`config.mk`:
```
export PLATFORM = sky130hd
export DESIGN_NAME = rhht_ctrl
export DESIGN_NICKNAME = d
export VERILOG_FILES = /design/src/design/rhht_pkg.sv /design/src/design/rhht_ctrl.sv
export SDC_FILE = /design/constraint.sdc
export NUM_CORES = 1
export LEC_CHECK = 0
export ABC_CLOCK_PERIOD_IN_PS = 3200
export BUFFER_PORTS_ARGS = -buffer_cell sky130_fd_sc_hd__buf_4
export CAP_MARGIN = 20
export CORE_AREA = 2 2 39 41
export CTS_BUF_LIST = sky130_fd_sc_hd__clkbuf_4 sky130_fd_sc_hd__clkbuf_8 sky130_fd_sc_hd__clkbuf_16
export DETAILED_ROUTE_END_ITERATION = 6
export DIE_AREA = 0 0 41 43
export GPL_ROUTABILITY_DRIVEN = 0
export PLACE_DENSITY_LB_ADDON = 0.25
export SETUP_SLACK_MARGIN = 0.02
export SYNTH_ARGS = -nofsm -noshare
export SYNTH_HDL_FRONTEND = slang
export SYNTH_SLANG_ARGS = --single-unit
export TNS_END_PERCENT = 30
```
`constraint.sdc`:
```
create_clock -name aclk -period 3.2 [get_ports aclk]
set_clock_uncertainty 0.2 [all_clocks]
set_input_delay 0.32 -clock aclk [delete_from_list [all_inputs] [get_ports aclk]]
set_output_delay 0.32 -clock aclk [all_outputs]
set_load 0.005 [all_outputs]
```
`src/design/rhht_pkg.sv`:
```
// Package for the Robin Hood hash table: sizes, status codes and slot tag layout.
// No dependencies; used by the controller, datapath and top level.
`default_nettype none
package rhht_pkg;
    localparam int TABLE_DEPTH = 1024;
    localparam int MAX_PROBE   = 64;
    localparam int KEY_BITS    = 32;
    localparam int HASH_BITS   = 58;
    localparam int DIST_BITS   = 6;
    localparam int IDX_BITS    = $clog2(TABLE_DEPTH);
    localparam int PROBE_BITS  = $clog2(MAX_PROBE + 1);

    localparam logic [1:0] ST_INSERTED  = 2'd0;
    localparam logic [1:0] ST_PRESENT   = 2'd1;
    localparam logic [1:0] ST_NOT_FOUND = 2'd2;
    localparam logic [1:0] ST_OVERFLOW  = 2'd3;

    localparam logic OP_INSERT = 1'b0;
    localparam logic OP_FIND   = 1'b1;

    // Commands from the controller to the datapath.
    typedef struct packed {
        logic start;     // load request registers, read the home slot
        logic clear_wr;  // write an empty tag at the clear index
        logic step;      // evaluate the slot read last, act, read next slot
        logic done_load; // never set by the controller; results load on the final step
    } rhht_cmd_t;

    // Status from the datapath to the controller.
    typedef struct packed {
        logic clear_last; // clear index at final slot
        logic finished;   // the item ended on the step just taken
    } rhht_stat_t;
endpackage
`default_nettype wire

```
`src/design/rhht_ctrl.sv`:
```
// Controller of the Robin Hood hash table: clearing pass, probe sequencing, handshake.
// Depends on rhht_pkg.
`default_nettype none
module rhht_ctrl (
    input  wire logic                 aclk,
    input  wire logic                 aresetn,
    input  wire logic                 in_valid,
    output logic                      in_ready,
    output logic                      out_valid,
    input  wire logic                 out_ready,
    output rhht_pkg::rhht_cmd_t       cmd,
    input  wire rhht_pkg::rhht_stat_t stat
);
    import rhht_pkg::*;

    typedef enum logic [1:0] {S_CLEAR, S_IDLE, S_READ, S_PROBE} state_t;
    state_t state_reg;
    logic   out_valid_reg;

    // Input is taken when idle and the result slot is free.
    assign in_ready  = (state_reg == S_IDLE) && !out_valid_reg;
    assign out_valid = out_valid_reg;

    always_comb begin
        cmd          = '0;
        cmd.clear_wr = (state_reg == S_CLEAR);
        cmd.start    = in_valid && in_ready;
        cmd.step     = (state_reg == S_PROBE);
    end

    // State and result-valid register.
    always_ff @(posedge aclk) begin
        if (!aresetn) begin
            state_reg     <= S_CLEAR;
            out_valid_reg <= 1'b0;
        end else begin
            if (out_valid_reg && out_ready) out_valid_reg <= 1'b0;
            case (state_reg)
                S_CLEAR: if (stat.clear_last) state_reg <= S_IDLE;
                S_IDLE:  if (cmd.start) state_reg <= S_PROBE;
                S_READ:  state_reg <= S_PROBE;
                S_PROBE: if (stat.finished) begin
                    state_reg     <= S_IDLE;
                    out_valid_reg <= 1'b1;
                end
                default: state_reg <= S_IDLE;
            endcase
        end
    end

    a_no_in_while_busy: assert property (@(posedge aclk) disable iff (!aresetn)
        (state_reg != S_IDLE) |-> !in_ready) else $error("ready while busy");
    a_finish_sets_valid: assert property (@(posedge aclk) disable iff (!aresetn)
        (state_reg == S_PROBE && stat.finished) |=> out_valid_reg)
        else $error("result lost");
    a_no_start_with_result: assert property (@(posedge aclk) disable iff (!aresetn)
        cmd.start |-> !out_valid_reg) else $error("start over pending result");
endmodule
`default_nettype wire

```
# Word level (Yosys, flattened, before mapping)
# Cells that the tools add are included.
[totals]
wordCells = 21
inputBits = 6
ramBits = 0
ff_bits = 3
rom_bits = 0
output_inout_bits = 6
latchBits = 0
memories = 0
[op_classes]
shifts = 0
n_lt_le_gt_ge = 0
addsub = 0
multipliers = 0
bitwise_logic = 0
n_reduce_logical = 6
div_mod_pow = 0
eq_ne = 6
n_mux = 7
[op_table]
columns = ["operator", "n"]
rows = [
  ["one-hot mux 2 bit (4 select lines)", 1],
  ["two-way mux 2 bit", 3],
  ["== test 2 bit, second input constant", 2],
  ["!= test 2 x 1 -> 1 bit, second input constant", 2],
  ["logical AND 1 bit", 3],
  ["two-way mux 1 bit", 3],
  ["AND reduction 3 bit", 1],
  ["== test 2 x 1 -> 1 bit, second input constant", 1],
  ["zero test 2 bit", 1],
  ["!= test 2 bit, second input constant", 1],
  ["zero test 1 bit", 1],
]

# Logic depth before layout (Yosys ltp)
# Gate-level depths: netlist (run 1).
[logic_depth]
ltp_word = 5
mapped_depth = 4
depth_no_buf = 4

# Worst setup path after synthesis (run 1)
# Ideal clock, no wire load.
[synth_path]
path_type = "register -> register"
from = "register state_reg[0]"
to = "register state_reg[1]"
t_arrival_ps = 1235
t_required_ps = 2928
slack_ps = 1693
path_stages_with_launch = 5
cell_sequence = "dfxtp_1 inv_1 ha_1 a222oi_1 mux2i_1"
[synth_rtl]
columns = ["item", "line_no", "text"]
rows = [
  ["from (decl)", "rhht_ctrl.sv:17", "state_t state_reg;"],
  ["from (signal assigned)", "rhht_ctrl.sv:34", "state_reg <= S_CLEAR;"],
  ["from (signal assigned)", "rhht_ctrl.sv:39", "S_CLEAR: if (stat.clear_last) state_reg <= S_IDLE;"],
  ["from (signal assigned)", "rhht_ctrl.sv:40", "S_IDLE: if (cmd.start) state_reg <= S_PROBE;"],
]

==> impl_metrics.env, run 1 <==
export IMPL_gr_total_overflow=0
export IMPL_path_max_fanout=3
export IMPL_final_cell_area_um2=316.6
export IMPL_hold_class="in2reg"
export IMPL_dp_hpwl_um=348.2
export IMPL_finalPower_uw=180.1
export IMPL_n_fill_cell=150
export IMPL_start_util_pct=14.38
export IMPL_synth_largest_area_cell="dfxtp_1"
export IMPL_hold_depth=2
export IMPL_clock_latency_ns=0.23
export IMPL_fin_crit_sh_pct=57.09
export IMPL_fin_ws_ns=1.373
export IMPL_dpl_instance_area_um2=286.5
export IMPL_ir_worst_vdd_mv=0.1280
export IMPL_rsz0062_at_grt="no"
export IMPL_cpPeakStageDelay_ns=0.35
export IMPL_ys_types=14
export IMPL_final_common_cell="buf_4"
export IMPL_slowest_stage="dfxtp_1"
export IMPL_p_int_uw=131.9
export IMPL_cts_resized_gates=0
export IMPL_cp_required_ns=2.68
export IMPL_grt_pass1_vias=159
export IMPL_ys_seq_area_share_pct=30.19
export IMPL_yosysWarnings=0
export IMPL_met2_usage_pct=5.938
export IMPL_ant_nets=0
export IMPL_maxCapViolCount=0
export IMPL_syn2layout_area_growth_pct=59.12
export IMPL_port_buffers=10
export IMPL_met3_usage_pct=1.571
export IMPL_largest_reg_flops=2
export IMPL_p_switching_uw=48.22
export IMPL_p_leak_nw=0.1645
export IMPL_vias=174
export IMPL_die_y_um=43
export IMPL_multiInputGateArea_um2=116.4
export IMPL_reg2regPathDepth=4
export IMPL_ctsHtreeMaxLevel=1
export IMPL_drtIter0Drc=2
export IMPL_totalWireLength_um=426
export IMPL_report_final_slew_viol_count=0
export IMPL_die_w_um=41
export IMPL_cp_start_kind="register"
export IMPL_p_seq_share_pct=27.4
export IMPL_comb_power_share_pct=30.6
export IMPL_p_sw_share_pct=26.78
export IMPL_syn_area_per_cell_um2=8.650
export IMPL_max_freq_ghz=0.5473
export IMPL_rows=14
export IMPL_clockPowerShare_pct=42.0
export IMPL_cts_hold_buf=0
export IMPL_power_per_cell_area_nw_per_um2=568.9
export IMPL_cp_depth=5
export IMPL_path_clk_slew_ns=0.04
export IMPL_critPathArrivalTime_ns=1.31
export IMPL_antenna_cells=0
export IMPL_cts_tree="done"
export IMPL_ys_ff_latch=3
export IMPL_grt_usage_pct=6.018
export IMPL_grt_busiest_layer="met4"
export IMPL_finalSetupViolCount=0
export IMPL_yosysTopAreaCellShare_pct=30.19
export IMPL_final_setup_tns_ns=0
export IMPL_outcome="completed"
export IMPL_viasPerCell=3.346
export IMPL_grt_max_degree=5
export IMPL_post_route_min_period_ns=1.827
export IMPL_crit_family="flip-flops"
export IMPL_register_area_um2=60.06
export IMPL_cts_buffers=3
export IMPL_grtUsageMet1_pct=7.372
export IMPL_syn_inst=23
export IMPL_synth_fp_nets=32
export IMPL_finalHoldViolCount=0
export IMPL_ioPinCount=12
export IMPL_grt_pass1_wl_um=627
export IMPL_dieArea_um2=1763
export IMPL_cts_max_path_buffers=2
export IMPL_drive_above_1_share_pct=41.67
export IMPL_drt_pass1_iter_count=4
export IMPL_crit_buf_inv=2
export IMPL_worstSetupEndpointType="primary output"
export IMPL_synth_area_leaders="dfxtp_1 30%, ha_1 19%, inv_1 7.5%"
export IMPL_final_nets=46
export IMPL_final_cell_mix="10 x buf_4, 4 x inv_1, 4 x clkbuf_4"
export IMPL_wire_per_inst_um=8.192
export IMPL_clock_sinks=3
export IMPL_core_um2=1384
export IMPL_drc=0
export IMPL_path_cells="inv_1 > ha_1 > and2b_2 > and2_1 > buf_4"
export IMPL_antenna_found_initial=0
export IMPL_synth_area_um2=198.9
export IMPL_setup_worst_path_class="reg2out"
export IMPL_post_cts_setup_buffer_count=0
export IMPL_cts_root_buffer="clkbuf_4"
export IMPL_post_place_ws_ns=1.550
## cell type report
type                    instances  area share (%)
clock buffers                   4           9.486
flip-flops and latches          3           18.97
inverters                       4           4.743
multi-input cells              15           36.76
repair buffers                 10           23.72
well taps                      16           6.324
## Yosys cell counts (all sizes together)
master / instances
nand2: 3
mux2i: 1
nand2b: 1
or2b: 1
a222oi: 1
conb: 1
buf: 1
and2b: 1
dfxtp: 3
o21a: 1
a21boi: 1
ha: 3
and2: 1
inv: 4
## worst paths after layout
check	slack (ns)	startpoint	to
worst max-delay path	1.37	state_reg[1]$_SDFFE_PN0P_	cmd[3]
worst min-delay path	0.11	aresetn	state_reg[0]$_SDFFE_PN0P_
worst max register to register	1.56	state_reg[0]$_SDFFE_PN0P_	state_reg[1]$_SDFFE_PN0P_
worst min register to register	0.29	state_reg[1]$_SDFFE_PN0P_	state_reg[1]$_SDFFE_PN0P_
## power by group through the flow
stage               logic [mW]  registers [mW]  clock network (mW)
floorplan               0.0313          0.0486                   0
global placement        0.0564          0.0498                   0
detailed placement      0.0562          0.0501                   0
CTS                     0.0563          0.0495              0.0804
global route            0.0635          0.0507              0.0805
finish                  0.0551          0.0493              0.0757
## per-stage QoR
stage / std cells / utilization [%] / hold slack, ns
3_3_place_gp: 48 / 20.71 / 0.2678
6_report: 52 / 22.88 / 0.1096
3_5_place_dp: 48 / 20.71 / 0.2894
2_1_floorplan: 23 / - / 0.2378
4_1_cts: 52 / 22.88 / 0.09855
5_1_grt: 52 / 22.88 / 0.1208
## logic make-up after synthesis
kind of cell             synth area share, %
buffers and inverters                  11.32
AO/OA/AOI/OAI                          12.58
other                                  1.885
adder cells (fa/ha/maj)                18.87
AND/OR/NAND/NOR                        20.13
flip-flops                             30.19
multiplexers                           5.032
## per-layer routing
metal,vias up,share of wire [%]
li1,95,-
met1,68,49
met2,11,35
met5,-,0
met3,0,15
met4,0,0
No activity file was read; power rests on OpenSTA's default activity.
==> run 2: changes to the inputs <==
--- a/config.mk
+++ b/config.mk
@@ -5,7 +5,7 @@
 export SDC_FILE = /design/constraint.sdc
 export NUM_CORES = 1
 export LEC_CHECK = 0
-export ABC_CLOCK_PERIOD_IN_PS = 3200
+export ABC_CLOCK_PERIOD_IN_PS = 1540
 export BUFFER_PORTS_ARGS = -buffer_cell sky130_fd_sc_hd__buf_4
 export CAP_MARGIN = 20
 export CORE_AREA = 2 2 39 41
==> constraint.sdc (replaced) <==
create_clock -name aclk -period 1.54 [get_ports aclk]
set_clock_uncertainty 0.2 [all_clocks]
set_input_delay 0.154 -clock aclk [delete_from_list [all_inputs] [get_ports aclk]]
set_output_delay 0.154 -clock aclk [all_outputs]
set_load 0.005 [all_outputs]
==> run 2 against run 1 <==
Compared with the run above:
- the flow now finishes with violations (setup timing)
- die area unchanged
- via count is 15% higher
- setup slack got worse by 1.4 ns
- sequential power grew 120%
==> impl_metrics.env, run 2 (synthesis results as in run 1) <==
export IMPL_die_w_um=41
export IMPL_post_route_min_period_ns=1.558
export IMPL_max_freq_ghz=0.6421
export IMPL_path_max_fanout=2
export IMPL_failed_checks="setup timing"
export IMPL_p_leak_nw=0.1898
export IMPL_placed_cells=50
export IMPL_port_buffers=10
export IMPL_p_switching_uw=118.2
export IMPL_p_seq_share_pct=24.4
export IMPL_path_cells="inv_2 > ha_4 > and2b_2 > and2_4 > buf_4"
export IMPL_grt_pass1_wl_um=690
export IMPL_comb_power_share_pct=40.9
export IMPL_dpl_instance_area_um2=301.5
export IMPL_final_cell_area_um2=391.6
export IMPL_final_nets=51
export IMPL_ctsHtreeMaxLevel=1
export IMPL_grt_usage_pct=6.325
export IMPL_totalWireLength_um=481
export IMPL_ioPinCount=12
export IMPL_crit_family="flip-flops"
export IMPL_drc=0
export IMPL_critPathArrivalTime_ns=1.20
export IMPL_die_y_um=43
export IMPL_dieArea_um2=1763
export IMPL_finalSetupViolCount=1
export IMPL_cpPeakStageDelay_ns=0.32
export IMPL_final_common_cell="buf_4"
export IMPL_rsz0062_at_grt="yes"
export IMPL_ir_worst_vdd_mv=0.6201
export IMPL_cp_start_kind="register"
export IMPL_cts_buffers=3
export IMPL_slowest_stage="dfxtp_2"
export IMPL_wire_per_inst_um=8.439
export IMPL_outcome="finished with violations"
export IMPL_grt_pass1_vias=167
export IMPL_finalHoldViolCount=0
export IMPL_whs_ns=0.002189
export IMPL_cts_root_buffer="clkbuf_4"
export IMPL_vias=200
export IMPL_ant_nets=0
export IMPL_report_final_slew_viol_count=0
export IMPL_cp_required_ns=1.19
export IMPL_power_per_cell_area_nw_per_um2=1125
export IMPL_drtIter0Drc=2
export IMPL_cts_tree="done"
export IMPL_setup_worst_path_class="reg2out"
export IMPL_hold_class="in2reg"
export IMPL_antenna_found_initial=0
export IMPL_core_um2=1384
export IMPL_drt_pass1_iter_count=4
export IMPL_crit_buf_inv=2
export IMPL_clock_sinks=3
export IMPL_grt_max_degree=5
export IMPL_dp_hpwl_um=346.3
export IMPL_maxCapViolCount=0
export IMPL_p_int_uw=322.3
export IMPL_fin_util_pct=28.30
export IMPL_fin_crit_sh_pct=101.1
export IMPL_syn2layout_area_growth_pct=96.86
export IMPL_final_cell_mix="14 x buf_4, 4 x clkbuf_4, 3 x nand2_1"
export IMPL_n_fill_cell=151
export IMPL_finalPower_uw=440.5
export IMPL_rows=14
export IMPL_drive_above_1_share_pct=65.85
export IMPL_fin_ws_ns=-0.01750
export IMPL_p_sw_share_pct=26.83
export IMPL_clock_latency_ns=0.23
export IMPL_viasPerCell=3.509
export IMPL_path_clk_slew_ns=0.04
export IMPL_stdcell_count=57
export IMPL_largest_reg_flops=2
export IMPL_worstSetupEndpointType="primary output"
export IMPL_clockPowerShare_pct=34.7
export IMPL_antenna_cells=0
export IMPL_cts_max_path_buffers=2
export IMPL_start_util_pct=14.38
export IMPL_gr_total_overflow=0
==> run 2: worst register-to-register path: stages (launching register included) <==
cell and delay [ns]:
dfxtp_2 0.31, buf_4 0.13, ha_2 0.17, a222oi_1 0.29, buf_4 0.18, mux2i_1 0.16
==> run 2: through the flow <==
stage	TNS [ns]	setup slack, ns
after detailed placement	-0.08478	-0.08478
after CTS	-0.01809	-0.01663
final	-0.01750	-0.01750
after global routing	-0.1305	-0.08100
after global placement	-0.1265	-0.09846
after floorplan	0	0.03307
==> run 2: cell type report <==
class	count	area [um^2]	area share, %
timing repair buffer	15	115.1	29.39
sequential	3	65.06	16.61
tap	16	20.02	5.112
multi-input combinational	15	146.4	37.38
inverter	4	15.01	3.834
clock buffer	4	30.03	7.668
==> run 2: power groups by stage <==
| stage | registers (mW) | logic (mW) | clock network (mW) |
|---|---|---|---|
| after floorplan | 0.101 | 0.0651 | 0 |
| after detailed placement | 0.104 | 0.133 | 0 |
| after global placement | 0.103 | 0.132 | 0 |
| final | 0.107 | 0.180 | 0.153 |
| after CTS | 0.107 | 0.164 | 0.160 |
| after global routing | 0.110 | 0.199 | 0.166 |
==> run 2: per-layer routing <==
layer  share of wire [%]  up-vias  global-route usage (%)  wire length (um)
li1                    -      109                       -                 -
met1                  50       80                   7.717               239
met2                  36       11                   6.250               171
met3                  15        0                   5.236                70
met4                   0        0                   6.000                 0
met5                   0        -                       0                 0
==> run 2: worst paths after layout <==
| check | slack, ns | end | depth (start not counted) | from |
|---|---|---|---|---|
| max | -0.02 | cmd[3] | 5 | state_reg[1]$_SDFFE_PN0P_ |
| min | 0.002 | out_valid$_SDFF_PN0_ | 3 | out_ready |
| max reg2reg | 0.02 | state_reg[1]$_SDFFE_PN0P_ | 5 | state_reg[1]$_SDFFE_PN0P_ |
| min reg2reg | 0.32 | state_reg[0]$_SDFFE_PN0P_ | 1 | state_reg[0]$_SDFFE_PN0P_ |
==> run 2: repair_timing <==
action,in CTS,in global routing
setup buffers,2,0
pin swaps,2,2
hold buffers,1,0
setup endpoints to repair,4,3
hold endpoints to repair,2,0
resized for setup,6,5
cloned,0,0
